### src/rtl/core/nec_ir_pulse_decoder_defines.svh
// Assertion macros for the NEC IR pulse decoder RTL.
// Expects clk and rst_n to be visible where a macro is used.
`ifndef NEC_IR_PULSE_DECODER_DEFINES_SVH
`define NEC_IR_PULSE_DECODER_DEFINES_SVH

// Check a consequence in the same cycle as its trigger
`define NIRP_ASSERT_NOW(lbl, ante, cons, msg) \
    lbl: assert property (@(posedge clk) disable iff (!rst_n) (ante) |-> (cons)) else $error(msg);

// Check a consequence in the cycle after its trigger
`define NIRP_ASSERT_NEXT(lbl, ante, cons, msg) \
    lbl: assert property (@(posedge clk) disable iff (!rst_n) (ante) |=> (cons)) else $error(msg);

`endif

### src/rtl/core/nirp_pkg.sv
// Shared types, codes and threshold arithmetic of the NEC IR pulse decoder.
// No dependencies; used by every module of the block.
package nirp_pkg;

    localparam int DUR_W   = 32;
    localparam int THR_W   = 29;
    localparam int UNIT_W  = 24;
    localparam int PADDR_W = 4;
    localparam int PDATA_W = 32;

    localparam logic [UNIT_W-1:0] UNIT_RESET    = 24'd562500;
    localparam logic [2:0]        LP_THR_RESET  = 3'd5;

    // Result kinds
    localparam logic [2:0] EV_ERROR   = 3'd0;
    localparam logic [2:0] EV_KEYUP   = 3'd1;
    localparam logic [2:0] EV_KEYDOWN = 3'd2;
    localparam logic [2:0] EV_LONG    = 3'd3;
    localparam logic [2:0] EV_REPEAT  = 3'd4;

    // Result queue between front and back
    localparam int Q_DEPTH = 4;
    localparam int Q_AW    = $clog2(Q_DEPTH);
    localparam int Q_CW    = $clog2(Q_DEPTH + 1);

    typedef logic [THR_W-1:0] thr_val_t;

    // Exclusive window bounds derived from the protocol unit
    typedef struct packed {
        thr_val_t hdr16_lo;
        thr_val_t hdr16_hi;
        thr_val_t hdr8_lo;
        thr_val_t hdr8_hi;
        thr_val_t hsp_lo;
        thr_val_t hsp_hi;
        thr_val_t rsp_lo;
        thr_val_t rsp_hi;
        thr_val_t one_lo;
        thr_val_t one_hi;
        thr_val_t three_lo;
        thr_val_t three_hi;
        thr_val_t trl_lo;
    } thr_t;

    typedef struct packed {
        logic [15:0] user_code;
        logic        check_user_code;
        logic [2:0]  lp_thr;
        thr_t        thr;
    } cfg_t;

    typedef struct packed {
        logic [2:0] kind;
        logic [7:0] key;
        logic       restart;
        logic       last;
    } res_t;

    typedef struct packed {
        logic [1:0] num;
        res_t       r0;
        res_t       r1;
    } push_t;

    typedef struct packed {
        logic two_free;
    } room_t;

    // Work out all window bounds with shifts and adds
    function automatic thr_t calc_thr(input logic [UNIT_W-1:0] u);
        thr_val_t uu;
        thr_val_t hh;
        thr_t     t;
        uu = THR_W'(u);
        hh = THR_W'(u >> 1);
        t.hdr16_lo = (uu << 4) - (uu << 1);
        t.hdr16_hi = (uu << 4) + (uu << 1);
        t.hdr8_lo  = (uu << 3) - hh;
        t.hdr8_hi  = (uu << 3) + hh;
        t.hsp_lo   = (uu << 3) - uu;
        t.hsp_hi   = (uu << 3) + uu;
        t.rsp_lo   = (uu << 2) - hh;
        t.rsp_hi   = (uu << 2) + hh;
        t.one_lo   = uu - hh;
        t.one_hi   = uu + hh;
        t.three_lo = (uu << 1) + uu - hh;
        t.three_hi = (uu << 1) + uu + hh;
        t.trl_lo   = (uu << 3) + (uu << 1) - hh;
        return t;
    endfunction

    localparam thr_t THR_RESET = calc_thr(UNIT_RESET);

    // Strictly between two bounds
    function automatic logic in_window(input logic [DUR_W-1:0] d,
                                       input thr_val_t lo, input thr_val_t hi);
        return (d > {{(DUR_W-THR_W){1'b0}}, lo}) && (d < {{(DUR_W-THR_W){1'b0}}, hi});
    endfunction

endpackage

### src/rtl/core/nec_ir_pulse_decoder.sv
// NEC IR pulse decoder: top level joining registers, front end and back end.
// Depends on nirp_pkg, nirp_regs, nirp_front and nirp_back.
//
// Use: each input transaction carries one measured pulse or space
// (action 0, is_pulse, duration_ns) or a release-timer expiry (action 1).
// Output transactions carry decoded events: protocol error, key up, key
// down, long press or repeat counted, with key_code, restart_timer and
// last_of_run marking the final result caused by one input.
// Both channels use valid/ready. The APB port sets the unit length, user
// code, user code check and long press threshold; pready is always high.
// Timing: an input is classified and the state updated in the cycle it is
// accepted; its results enter a four-entry queue at that edge and, if the queue
// was empty, the first one is offered on the output from the next cycle.
// One input is taken every cycle while the queue has two free entries;
// results leave at one per cycle, set by the single output port.
// When the receiver stalls the queue fills and in_ready drops once fewer
// than two entries are free; nothing is lost.
// Reset clears the decoder to idle, empties the queue, sets no previous key,
// enables key acceptance and loads the default 562500 ns unit.
module nec_ir_pulse_decoder #(
    parameter int FRAME_BITS = 32
) (
    input  logic                          clk,
    input  logic                          rst_n,
    input  logic                          psel,
    input  logic                          penable,
    input  logic                          pwrite,
    input  logic [nirp_pkg::PADDR_W-1:0]  paddr,
    input  logic [nirp_pkg::PDATA_W-1:0]  pwdata,
    output logic [nirp_pkg::PDATA_W-1:0]  prdata,
    output logic                          pready,
    input  logic                          in_valid,
    output logic                          in_ready,
    input  logic                          action,
    input  logic                          is_pulse,
    input  logic [nirp_pkg::DUR_W-1:0]    duration_ns,
    output logic                          out_valid,
    input  logic                          out_ready,
    output logic [2:0]                    event_kind,
    output logic [7:0]                    key_code,
    output logic                          restart_timer,
    output logic                          last_of_run
);
    import nirp_pkg::*;

    cfg_t  cfg;
    room_t room;
    push_t push;

    // Configuration registers
    nirp_regs u_regs (
        .clk     (clk),
        .rst_n   (rst_n),
        .psel    (psel),
        .penable (penable),
        .pwrite  (pwrite),
        .paddr   (paddr),
        .pwdata  (pwdata),
        .prdata  (prdata),
        .pready  (pready),
        .cfg     (cfg)
    );

    // Edge classification and frame state machine
    nirp_front #(
        .FRAME_BITS (FRAME_BITS)
    ) u_front (
        .clk         (clk),
        .rst_n       (rst_n),
        .in_valid    (in_valid),
        .in_ready    (in_ready),
        .action      (action),
        .is_pulse    (is_pulse),
        .duration_ns (duration_ns),
        .cfg         (cfg),
        .room        (room),
        .push        (push)
    );

    // Result queue and output channel
    nirp_back u_back (
        .clk           (clk),
        .rst_n         (rst_n),
        .push          (push),
        .room          (room),
        .out_valid     (out_valid),
        .out_ready     (out_ready),
        .event_kind    (event_kind),
        .key_code      (key_code),
        .restart_timer (restart_timer),
        .last_of_run   (last_of_run)
    );

endmodule

### src/rtl/core/nirp_regs.sv
// APB configuration registers of the NEC IR pulse decoder.
// Depends on nirp_pkg; precomputes the timing windows on each unit write.
module nirp_regs (
    input  logic                          clk,
    input  logic                          rst_n,
    input  logic                          psel,
    input  logic                          penable,
    input  logic                          pwrite,
    input  logic [nirp_pkg::PADDR_W-1:0]  paddr,
    input  logic [nirp_pkg::PDATA_W-1:0]  pwdata,
    output logic [nirp_pkg::PDATA_W-1:0]  prdata,
    output logic                          pready,
    output nirp_pkg::cfg_t                cfg
);
    import nirp_pkg::*;

    localparam logic [1:0] REG_UNIT  = 2'd0;
    localparam logic [1:0] REG_USER  = 2'd1;
    localparam logic [1:0] REG_CHECK = 2'd2;
    localparam logic [1:0] REG_LPTHR = 2'd3;

    logic [UNIT_W-1:0] unit_reg;
    logic [15:0]       user_reg;
    logic              check_reg;
    logic [2:0]        lpt_reg;
    thr_t              thr_reg;
    logic              wr_en;
    logic [1:0]        idx;

    assign pready = 1'b1;
    assign wr_en  = psel && penable && pwrite;
    assign idx    = paddr[3:2];

    // Write registers; windows follow the written unit at the same edge
    always_ff @(posedge clk or negedge rst_n)
    begin
        if (!rst_n)
        begin
            unit_reg  <= UNIT_RESET;
            user_reg  <= '0;
            check_reg <= 1'b0;
            lpt_reg   <= LP_THR_RESET;
            thr_reg   <= THR_RESET;
        end
        else if (wr_en)
        begin
            unique case (idx)
                REG_UNIT:
                begin
                    unit_reg <= pwdata[UNIT_W-1:0];
                    thr_reg  <= calc_thr(pwdata[UNIT_W-1:0]);
                end
                REG_USER:  user_reg  <= pwdata[15:0];
                REG_CHECK: check_reg <= pwdata[0];
                REG_LPTHR: lpt_reg   <= pwdata[2:0];
            endcase
        end
    end

    // Read back
    always_comb
    begin
        unique case (idx)
            REG_UNIT:  prdata = {{(PDATA_W-UNIT_W){1'b0}}, unit_reg};
            REG_USER:  prdata = {16'h0000, user_reg};
            REG_CHECK: prdata = {31'h0, check_reg};
            REG_LPTHR: prdata = {29'h0, lpt_reg};
        endcase
    end

    assign cfg.user_code       = user_reg;
    assign cfg.check_user_code = check_reg;
    assign cfg.lp_thr          = lpt_reg;
    assign cfg.thr             = thr_reg;

endmodule

### src/rtl/core/nirp_front.sv
// Front end of the NEC IR pulse decoder: takes edges, runs the frame state
// machine and pushes up to two results a transaction. Depends on nirp_pkg.
`include "nec_ir_pulse_decoder_defines.svh"

module nirp_front #(
    parameter int FRAME_BITS = 32
) (
    input  logic                        clk,
    input  logic                        rst_n,
    input  logic                        in_valid,
    output logic                        in_ready,
    input  logic                        action,
    input  logic                        is_pulse,
    input  logic [nirp_pkg::DUR_W-1:0]  duration_ns,
    input  nirp_pkg::cfg_t              cfg,
    input  nirp_pkg::room_t             room,
    output nirp_pkg::push_t             push
);
    import nirp_pkg::*;

    localparam int               BC_W    = $clog2(FRAME_BITS + 1);
    localparam logic [BC_W-1:0]  BC_ONE  = BC_W'(1);
    localparam logic [BC_W-1:0]  BC_LAST = BC_W'(FRAME_BITS);
    localparam logic [7:0]       KEY_NONE = 8'hff;

    localparam logic [2:0] PH_INACTIVE  = 3'd0;
    localparam logic [2:0] PH_HDR_SPACE = 3'd1;
    localparam logic [2:0] PH_BIT_PULSE = 3'd2;
    localparam logic [2:0] PH_BIT_SPACE = 3'd3;
    localparam logic [2:0] PH_TRL_PULSE = 3'd4;
    localparam logic [2:0] PH_TRL_SPACE = 3'd5;

    logic [2:0]      phase_reg,  phase_next;
    logic [BC_W-1:0] bc_reg,     bc_next;
    logic [31:0]     shift_reg,  shift_next;
    logic            vx_reg,     vx_next;
    logic            rf_reg,     rf_next;
    logic [7:0]      held_reg,   held_next;
    logic [7:0]      prev_reg,   prev_next;
    logic            accept_reg, accept_next;
    logic [2:0]      press_reg,  press_next;

    logic            in_fire;
    logic            edge_ok;
    push_t           push_d;
    logic [BC_W-1:0] bc_inc;

    logic w_hdr16, w_hdr8, w_hsp, w_rsp, w_one, w_three, ge_trl;
    logic [7:0]  f_a, f_na, f_c, f_nc;
    logic        f_ext;
    logic [15:0] f_sc_hi;
    logic [7:0]  f_key;
    logic        f_acc;

    assign in_ready = room.two_free;
    assign in_fire  = in_valid && in_ready;
    assign bc_inc   = bc_reg + BC_ONE;

    // Classify the duration against every window
    assign w_hdr16 = in_window(duration_ns, cfg.thr.hdr16_lo, cfg.thr.hdr16_hi);
    assign w_hdr8  = in_window(duration_ns, cfg.thr.hdr8_lo,  cfg.thr.hdr8_hi);
    assign w_hsp   = in_window(duration_ns, cfg.thr.hsp_lo,   cfg.thr.hsp_hi);
    assign w_rsp   = in_window(duration_ns, cfg.thr.rsp_lo,   cfg.thr.rsp_hi);
    assign w_one   = in_window(duration_ns, cfg.thr.one_lo,   cfg.thr.one_hi);
    assign w_three = in_window(duration_ns, cfg.thr.three_lo, cfg.thr.three_hi);
    assign ge_trl  = duration_ns > {{(DUR_W-THR_W){1'b0}}, cfg.thr.trl_lo};

    // Frame kind, key and user code check of the collected word
    assign f_a     = shift_reg[31:24];
    assign f_na    = shift_reg[23:16];
    assign f_c     = shift_reg[15:8];
    assign f_nc    = shift_reg[7:0];
    assign f_ext   = ((f_c ^ f_nc) == 8'hff) && ((f_a ^ f_na) != 8'hff);
    assign f_sc_hi = f_ext ? {8'h00, f_a} : shift_reg[31:16];
    assign f_key   = f_ext ? f_na : f_c;
    assign f_acc   = accept_reg && !(cfg.check_user_code && (f_sc_hi != cfg.user_code));

    // Next state and results
    always_comb
    begin
        phase_next  = phase_reg;
        bc_next     = bc_reg;
        shift_next  = shift_reg;
        vx_next     = vx_reg;
        rf_next     = rf_reg;
        held_next   = held_reg;
        prev_next   = prev_reg;
        accept_next = accept_reg;
        press_next  = press_reg;
        edge_ok     = 1'b0;
        push_d      = '0;

        if (action)
        begin
            // Release timer: restore acceptance, drop the press count
            press_next  = '0;
            accept_next = 1'b1;
        end
        else
        begin
            unique case (phase_reg)
                PH_INACTIVE:
                begin
                    if (is_pulse && (w_hdr16 || w_hdr8))
                    begin
                        if (w_hdr16)
                        begin
                            vx_next = 1'b0;
                            rf_next = 1'b0;
                        end
                        else
                        begin
                            vx_next = 1'b1;
                        end
                        bc_next    = '0;
                        phase_next = PH_HDR_SPACE;
                        edge_ok    = 1'b1;
                    end
                end
                PH_HDR_SPACE:
                begin
                    if (!is_pulse && w_hsp)
                    begin
                        phase_next = PH_BIT_PULSE;
                        edge_ok    = 1'b1;
                    end
                    else if (!is_pulse && w_rsp)
                    begin
                        rf_next    = 1'b1;
                        phase_next = PH_TRL_PULSE;
                        edge_ok    = 1'b1;
                    end
                end
                PH_BIT_PULSE:
                begin
                    if (is_pulse && w_one)
                    begin
                        phase_next = PH_BIT_SPACE;
                        edge_ok    = 1'b1;
                    end
                end
                PH_BIT_SPACE:
                begin
                    if (!is_pulse)
                    begin
                        if (rf_reg && (bc_reg == BC_ONE) && ge_trl)
                        begin
                            // Extended repeat ends after its single bit
                            phase_next = PH_INACTIVE;
                            edge_ok    = 1'b1;
                        end
                        else
                        begin
                            if (bc_reg > BC_ONE)
                            begin
                                rf_next = 1'b0;
                            end
                            shift_next = {shift_reg[30:0], w_three};
                            if (w_three || w_one)
                            begin
                                bc_next    = bc_inc;
                                phase_next = (bc_inc == BC_LAST) ? PH_TRL_PULSE
                                                                 : PH_BIT_PULSE;
                                edge_ok    = 1'b1;
                            end
                        end
                    end
                end
                PH_TRL_PULSE:
                begin
                    if (is_pulse && w_one)
                    begin
                        phase_next = PH_TRL_SPACE;
                        edge_ok    = 1'b1;
                    end
                end
                PH_TRL_SPACE:
                begin
                    if (!is_pulse && ge_trl)
                    begin
                        phase_next = PH_INACTIVE;
                        bc_next    = '0;
                        edge_ok    = 1'b1;
                        if (rf_reg)
                        begin
                            // Repeat frame: count or report long press
                            if (accept_reg)
                            begin
                                push_d.num        = 2'd1;
                                push_d.r0.key     = held_reg;
                                push_d.r0.restart = 1'b1;
                                push_d.r0.last    = 1'b1;
                                if (press_reg < cfg.lp_thr)
                                begin
                                    press_next     = press_reg + 3'd1;
                                    push_d.r0.kind = EV_REPEAT;
                                end
                                else
                                begin
                                    push_d.r0.kind = EV_LONG;
                                    prev_next      = held_reg;
                                end
                            end
                        end
                        else
                        begin
                            // Full frame: new key, key up of the old one first
                            if (vx_reg)
                            begin
                                rf_next = 1'b1;
                            end
                            accept_next = f_acc;
                            held_next   = f_key;
                            if (f_acc)
                            begin
                                prev_next = f_key;
                                if ((prev_reg != f_key) && (prev_reg != KEY_NONE))
                                begin
                                    push_d.num        = 2'd2;
                                    push_d.r0.kind    = EV_KEYUP;
                                    push_d.r0.key     = prev_reg;
                                    push_d.r0.restart = 1'b0;
                                    push_d.r0.last    = 1'b0;
                                    push_d.r1.kind    = EV_KEYDOWN;
                                    push_d.r1.key     = f_key;
                                    push_d.r1.restart = 1'b1;
                                    push_d.r1.last    = 1'b1;
                                end
                                else
                                begin
                                    push_d.num        = 2'd1;
                                    push_d.r0.kind    = EV_KEYDOWN;
                                    push_d.r0.key     = f_key;
                                    push_d.r0.restart = 1'b1;
                                    push_d.r0.last    = 1'b1;
                                end
                            end
                        end
                    end
                end
                default:
                begin
                    edge_ok = 1'b0;
                end
            endcase

            // Protocol error: report and fall back to idle
            if (!edge_ok)
            begin
                phase_next        = PH_INACTIVE;
                bc_next           = '0;
                push_d            = '0;
                push_d.num        = 2'd1;
                push_d.r0.kind    = EV_ERROR;
                push_d.r0.last    = 1'b1;
            end
        end
    end

    assign push.num = in_fire ? push_d.num : 2'd0;
    assign push.r0  = push_d.r0;
    assign push.r1  = push_d.r1;

    // Control state
    always_ff @(posedge clk or negedge rst_n)
    begin
        if (!rst_n)
        begin
            phase_reg  <= PH_INACTIVE;
            bc_reg     <= '0;
            shift_reg  <= '0;
            vx_reg     <= 1'b0;
            rf_reg     <= 1'b0;
            held_reg   <= '0;
            prev_reg   <= KEY_NONE;
            accept_reg <= 1'b1;
            press_reg  <= '0;
        end
        else if (in_fire)
        begin
            phase_reg  <= phase_next;
            bc_reg     <= bc_next;
            shift_reg  <= shift_next;
            vx_reg     <= vx_next;
            rf_reg     <= rf_next;
            held_reg   <= held_next;
            prev_reg   <= prev_next;
            accept_reg <= accept_next;
            press_reg  <= press_next;
        end
    end

    `NIRP_ASSERT_NOW(a_push_needs_fire, (push.num != 2'd0), in_fire, "push without transaction")
    `NIRP_ASSERT_NOW(a_pair_from_frame, (push.num == 2'd2), (phase_reg == PH_TRL_SPACE && !rf_reg && push.r1.last && !push.r0.last), "result pair outside frame end")
    `NIRP_ASSERT_NOW(a_single_is_last, (push.num == 2'd1), push.r0.last, "single result not marked last")
    `NIRP_ASSERT_NEXT(a_error_to_idle, (in_fire && !action && !edge_ok), (phase_reg == PH_INACTIVE && bc_reg == '0), "error did not return to idle")

endmodule

### src/rtl/core/nirp_back.sv
// Back end of the NEC IR pulse decoder: result queue and output channel.
// Depends on nirp_pkg; takes up to two results a cycle, gives one.
`include "nec_ir_pulse_decoder_defines.svh"

module nirp_back (
    input  logic              clk,
    input  logic              rst_n,
    input  nirp_pkg::push_t   push,
    output nirp_pkg::room_t   room,
    output logic              out_valid,
    input  logic              out_ready,
    output logic [2:0]        event_kind,
    output logic [7:0]        key_code,
    output logic              restart_timer,
    output logic              last_of_run
);
    import nirp_pkg::*;

    res_t            q_reg [Q_DEPTH];
    logic [Q_AW-1:0] wr_reg, rd_reg;
    logic [Q_CW-1:0] count_reg, count_next;
    logic            pop;
    logic [Q_AW-1:0] wr_second;
    res_t            head;

    assign pop       = out_valid && out_ready;
    assign wr_second = wr_reg + Q_AW'(1);
    assign count_next = count_reg + Q_CW'(push.num) - Q_CW'(pop);

    assign room.two_free = count_reg <= Q_CW'(Q_DEPTH - 2);

    // Store pushed results
    always_ff @(posedge clk)
    begin
        if (push.num != 2'd0)
        begin
            q_reg[wr_reg] <= push.r0;
        end
        if (push.num == 2'd2)
        begin
            q_reg[wr_second] <= push.r1;
        end
    end

    // Advance pointers and occupancy
    always_ff @(posedge clk or negedge rst_n)
    begin
        if (!rst_n)
        begin
            wr_reg    <= '0;
            rd_reg    <= '0;
            count_reg <= '0;
        end
        else
        begin
            wr_reg    <= wr_reg + Q_AW'(push.num);
            rd_reg    <= rd_reg + Q_AW'(pop);
            count_reg <= count_next;
        end
    end

    // Present the head entry
    assign head          = q_reg[rd_reg];
    assign out_valid     = count_reg != '0;
    assign event_kind    = head.kind;
    assign key_code      = head.key;
    assign restart_timer = head.restart;
    assign last_of_run   = head.last;

    `NIRP_ASSERT_NOW(a_count_bound, 1'b1, (count_reg <= Q_CW'(Q_DEPTH)), "queue occupancy beyond depth")
    `NIRP_ASSERT_NOW(a_push_has_room, (push.num != 2'd0), (count_reg <= Q_CW'(Q_DEPTH - 2)), "push into a full queue")
    `NIRP_ASSERT_NEXT(a_empty_fill_shows, (count_reg == '0 && push.num != 2'd0), out_valid, "pushed result not presented")

endmodule
### config.mk
export PLATFORM = sky130hd
export DESIGN_NAME = nec_ir_pulse_decoder
export DESIGN_NICKNAME = d
export VERILOG_FILES = /design/src/rtl/core/nirp_pkg.sv /design/src/rtl/core/nec_ir_pulse_decoder.sv /design/src/rtl/core/nirp_regs.sv /design/src/rtl/core/nirp_front.sv /design/src/rtl/core/nirp_back.sv
export VERILOG_INCLUDE_DIRS = /design/src /design/src/rtl/core
export SDC_FILE = /design/constraint.sdc
export NUM_CORES = 2
export LEC_CHECK = 0
export BUFFER_PORTS_ARGS = -buffer_cell sky130_fd_sc_hd__buf_2
export CAP_MARGIN = 20
export CORE_MARGIN = 8
export CORE_UTILIZATION = 60
export DETAILED_ROUTE_END_ITERATION = 7
export HOLD_SLACK_MARGIN = 0.15
export MAX_ROUTING_LAYER = met4
export PLACE_DENSITY = 0.77
export SLEW_MARGIN = 10
export SYNTH_ARGS = -nofsm -noshare
export SYNTH_HDL_FRONTEND = slang
export SYNTH_HIERARCHICAL = 1
export SYNTH_SLANG_ARGS = --single-unit
### constraint.sdc
create_clock -name clk -period 7.6 [get_ports clk]
set_input_delay 0.38 -clock clk [delete_from_list [all_inputs] [get_ports clk]]
set_output_delay 0.38 -clock clk [all_outputs]
set_load 0.005 [all_outputs]
; Yosys cells after proc, flatten, opt, wreduce, memory -nomap -nowiden
; Memory sizes are Yosys's and may differ from the RTL's.
; Cells that the tools add are included.
[totals]
regBits = 491
ram_bits = 52
input_bits = 77
word_cells = 236
n_memories = 1
[op_classes]
n_addsub = 22
order_cmp = 16
n_eq_ne = 38
muxes = 74
bitwise_logic = 6
n_reduce_logical = 50
[memory_table]
columns = name, words, width, read_ports, rd_clocked_by_memory_dff, write_ports, line
row1 = u_back.q_reg, 4, 13, 1, 0, 2, nirp_back.sv:19  ; res_t q_reg [Q_DEPTH];
[op_table]
columns = operator, n
row1 = $gt A32 B29 Y1, 7
row2 = $lt A32 B29 Y1, 6
row3 = $mux W28, 5
row4 = $pmux W32 S4, 1
row5 = $sub A29 B23 Y29, 2
row6 = $mux W3, 18
row7 = $mux W8, 5
row8 = $mux W6, 6
row9 = $mux W15, 2
row10 = $add A28 B25 Y29, 1
row11 = $add A29 B23 Y29, 1
row12 = $sub A28 B25 Y29, 1
row13 = $add A27 B23 Y28, 1
row14 = $add A27 B24 Y28, 1
row15 = $add A27 B25 Y28, 1
row16 = $mux W1, 28
row17 = $sub A27 B23 Y28, 1
row18 = $sub A27 B24 Y28, 1
row19 = $add A26 B23 Y27, 1
row20 = $sub A26 B23 Y27, 1
row21 = $add A25 B24 Y26, 1
row22 = $add A24 B23 Y25, 1
row23 = $sub A24 B23 Y25, 1
row24 = $logic_and A1 B1 Y1, 21
row25 = other kinds (55), 92

; Longest topological paths before layout
[depth]
depth_word = 18
depth_mapped = 24
depth_no_buf = 24

; Hierarchy
; The synthesis kept the hierarchy.
[modules_own_cells]
columns = module, n_inst, cells_per_inst, area_per_inst_um2, seq_area_each_um2
row1 = nirp_regs, 1, 2731, 23208.5, 7726.2
row2 = nirp_front, 1, 1806, 13700.6, 1587.8
row3 = nirp_back, 1, 168, 2980.4, 1736.7

; Worst setup path after synthesis
; Ideal clock, no wire load.
[synth_path]
kind = reg-to-reg
from = register u_regs.thr_reg, in the netlist u_regs/cfg[97]
to = memory u_back/q_reg[0][0] (netlist bit), enable pin
setup_time_ns = 0.404
arrival_ns = 4.302
setup_slack_ns = 2.894
stages_incl_launch_ff = 14
n_path_buf = 0
synth_period_minus_slack_ns = 4.706
cell_sequence = dfstp_2 -> inv_1 -> ha_1 -> and4_1 -> or3b_2 -> or4_1 -> a21oi_1 -> nor4_1 -> a21oi_1 -> a211oi_4 -> nor4b_2 -> a22o_1 -> nor2_1 -> o31ai_1
[synth_rtl]
columns = item, line
row1 = "start, declared", nirp_regs.sv:26  ; thr_t thr_reg;
row2 = "start signal, assigned", nirp_regs.sv:51  ; thr_reg <= calc_thr(pwdata[UNIT_W-1:0]);
row3 = "end, declared", nirp_back.sv:19

==> run summary <==
status: finished clean
Chip Width: 273.8 µm
R2R cell count: 12
hold path start: in_valid
Period minus WS final: 5888 ps
post-CTS sizing: 0
global route total overflow: 0
fin nets: 5,330
Hold Crit Class: input port to register
global-route wire length before repair: 185.5 mm
Post-synth EDFFs: 52
flops & latches, synth: 425
CTS Buf Count: 52
via count: 33.86k
CP Capture Type: register
Core Rows: 94
Clk pin slew, worst setup/hold paths: 60 ps
Synth Flop Type: dfrtp_1
register area share after synthesis: 27.70%
H-Tree Level Count: 2
Place WS: 1462 ps
most frequent cells in the layout: ha_1, inv_1, nand2_1, a21oi_1, nor2_1
Via density: 6.103
initial core utilization: 60.67%
postcts setup bufs: 0
WS Path Type: register to register
GPL Wtd Cong: 1.007
core area: 0.06575 mm²
Critical Path RT: 7960 ps
routed len/inst: 21.76 µm
relative slew slack: 23.35%
fin crit share: 77.47%
mapped cell area: 0.03989 mm²
CTS root buffer: clkbuf_16
TritonCTS clock tree: done
Critical Path AT: 6250 ps
Worst setup SP type: register
Filler cells: 5,620
clk_skew: 47.69 ps
WL final: 120.7 mm
worst skew pair latency: 650 ps
Fin. Hold Viols: 0
TritonCTS Sinks: 425
# DRC: 0
Area Overhead vs Synth: 5.750%
yosys synthesis warning count: 6
Netlist cell types: 116
Pre-antenna DRT Iters: 7
max reg flops: 260
reg2reg setup slack: 1710 ps
most common cell after layout, fill and taps aside: ha_1
Crit Reg-Reg Startpoint: u_front/shift_reg[26]$_DFFE_PN0P_
Hold Path End: u_front/accept_reg$_DFFE_PN1P_
Reg2Reg Capture Point: u_back/q_reg[0][11]$_DFFE_PP_
num ports: 125
Die ar.: 0.07499 mm²
setup tns final: 0 ps
largest net degree at the start of global routing: 128
Post-Synthesis Cells: 4,705
Die H: 273.8 µm
asr flop ratio synth: 87.76%
average cell area after synthesis: 8.478 µm²
CP startpoint: u_front/shift_reg[26]$_DFFE_PN0P_
maximum vdd drop: 0.2059 mV
vias in the first global route: 33.07k
dpl hpwl: 91.28 mm
WHS: 212.8 ps
IO buf count: 105
FMAX: 169.8 MHz
max cap viols: 0
PwrDens: 237.7 mW/mm²
Leakage: 19.49 nW
CTS hold repair buffers: 4
CTS Buffer Depth: 3
final setup margin: 1712 ps
GRT Util Overall: 32.37%
Max Slew Vio Count: 0
worst-margin pin slew: 1146 ps
Routed Antenna Nets: 0
initial antenna violation count: 6
layout cells sized above 1: 11.58%
CP max FO: 14
RSZ-0062 raised after global routing: no
first-iteration detailed-routing DRC count: 3,321
hold path depth: 3
endpoints failing setup: 0
==> critical path, cell delays in order, from the launching register on <==
cell and delay [ps]:
dfrtp_1 500, xnor2_1 240, nor4_2 90, a211oi_4 620, buf_6 260, mux2i_1 540, xor2_1 180, a41o_1 440
or4_1 730, nor2_1 580, nand4b_2 640, o31ai_2 430, buf_4 300
==> cells by family after synthesis <==
kind of cell,after synthesis,share of synthesized area (%)
AND/OR/NAND/NOR,1244,14.57
AO/OA/AOI/OAI,1156,17.92
other,3,0.02823
adder cells (fa/ha/maj),616,19.85
buffers and inverters,849,9.567
multiplexers,151,4.630
flip-flops,425,27.70
XOR/XNOR,261,5.731
==> synth_stat cells (all sizes together) (10+ instances only) <==
library cell  instances  area share (%)
or3                  19            0.30
inv                 552             5.2
and3                 26            0.41
a31oi                26            0.45
mux2                107             3.1
o21a                 28            0.53
xnor2               210             4.6
o211ai               22            0.43
a211oi               23            0.48
a221oi               11            0.24
a21o                 89             1.7
nor2b                38            0.60
a21oi               327             4.1
ha                  588              18
o31ai                35            0.67
nand2               507             4.8
buf                 176             3.2
dfstp               124             8.2
mux4                 14            0.79
mux2i                30            0.75
edfxtp               52             3.9
clkbuf              118             1.1
o41ai                12            0.30
a2111oi              10            0.29
dfrtp               249              16
o21bai               55             1.0
or2                  10            0.16
or4                  15            0.28
a211o                13            0.29
o21ai               399             5.0
nor2                298             2.8
nand3                54            0.68
nand2b               55            0.86
o22ai                12            0.19
a41oi                10            0.22
nor3                 61            0.82
nor4                 30            0.54
and2                 24            0.38
xor2                 51             1.1
nand4                77             1.2
fa                   28             1.4
==> area by class of cell <==
cell class / instances / area, µm² / share of cell area, %
Multi-Input combinational cell: 3451 / 25130 / 59.57
Sequential cell: 425 / 11050 / 26.20
Inverter: 554 / 2079 / 4.930
Clock buffer: 70 / 1459 / 3.459
Tap cell: 864 / 1081 / 2.563
Timing Repair Buffer: 153 / 922.1 / 2.186
Clock inverter: 26 / 447.9 / 1.062
Antenna cell: 6 / 15.01 / 0.03559
==> metrics by stage <==
stage,cell area (µm²),std cells,utilization [%],total power [W]
finish,42180,5549,64.16,0.01003
floorplan,39960,4725,-,0.006238
global route,42180,5549,64.16,0.01070
CTS,42160,5542,64.12,0.01000
detailed placement,40210,5442,61.16,0.007201
global placement,40210,5442,61.16,0.007045
==> how the worst max path moves through the flow <==
stage | to | cells past startpoint
floorplan | u_back/q_reg[0][0]$_DFFE_PP_ | 13
global placement | u_regs/cfg[83]$_DFFE_PN0P_ | 22
detailed placement | u_regs/cfg[84]$_DFFE_PN0P_ | 24
CTS | u_back/q_reg[0][11]$_DFFE_PP_ | 11
global route | u_back/q_reg[0][4]$_DFFE_PP_ | 12
finish | u_back/q_reg[0][11]$_DFFE_PP_ | 12
==> report_power, final <==
part	switching, W	internal (W)
registers	0.000415	0.00293
logic	0.00229	0.00162
clock network	0.00111	0.00167
==> per-layer routing <==
| layer | part of all wire (%) | GRT usage, % |
|---|---|---|
| met3 | 7.3 | 4.699 |
| met2 | 46 | 51.34 |
| met1 | 42 | 40.74 |
| met5 | 0 | - |
| met4 | 5.1 | 14.91 |
(Power assumes the default switching activity.)
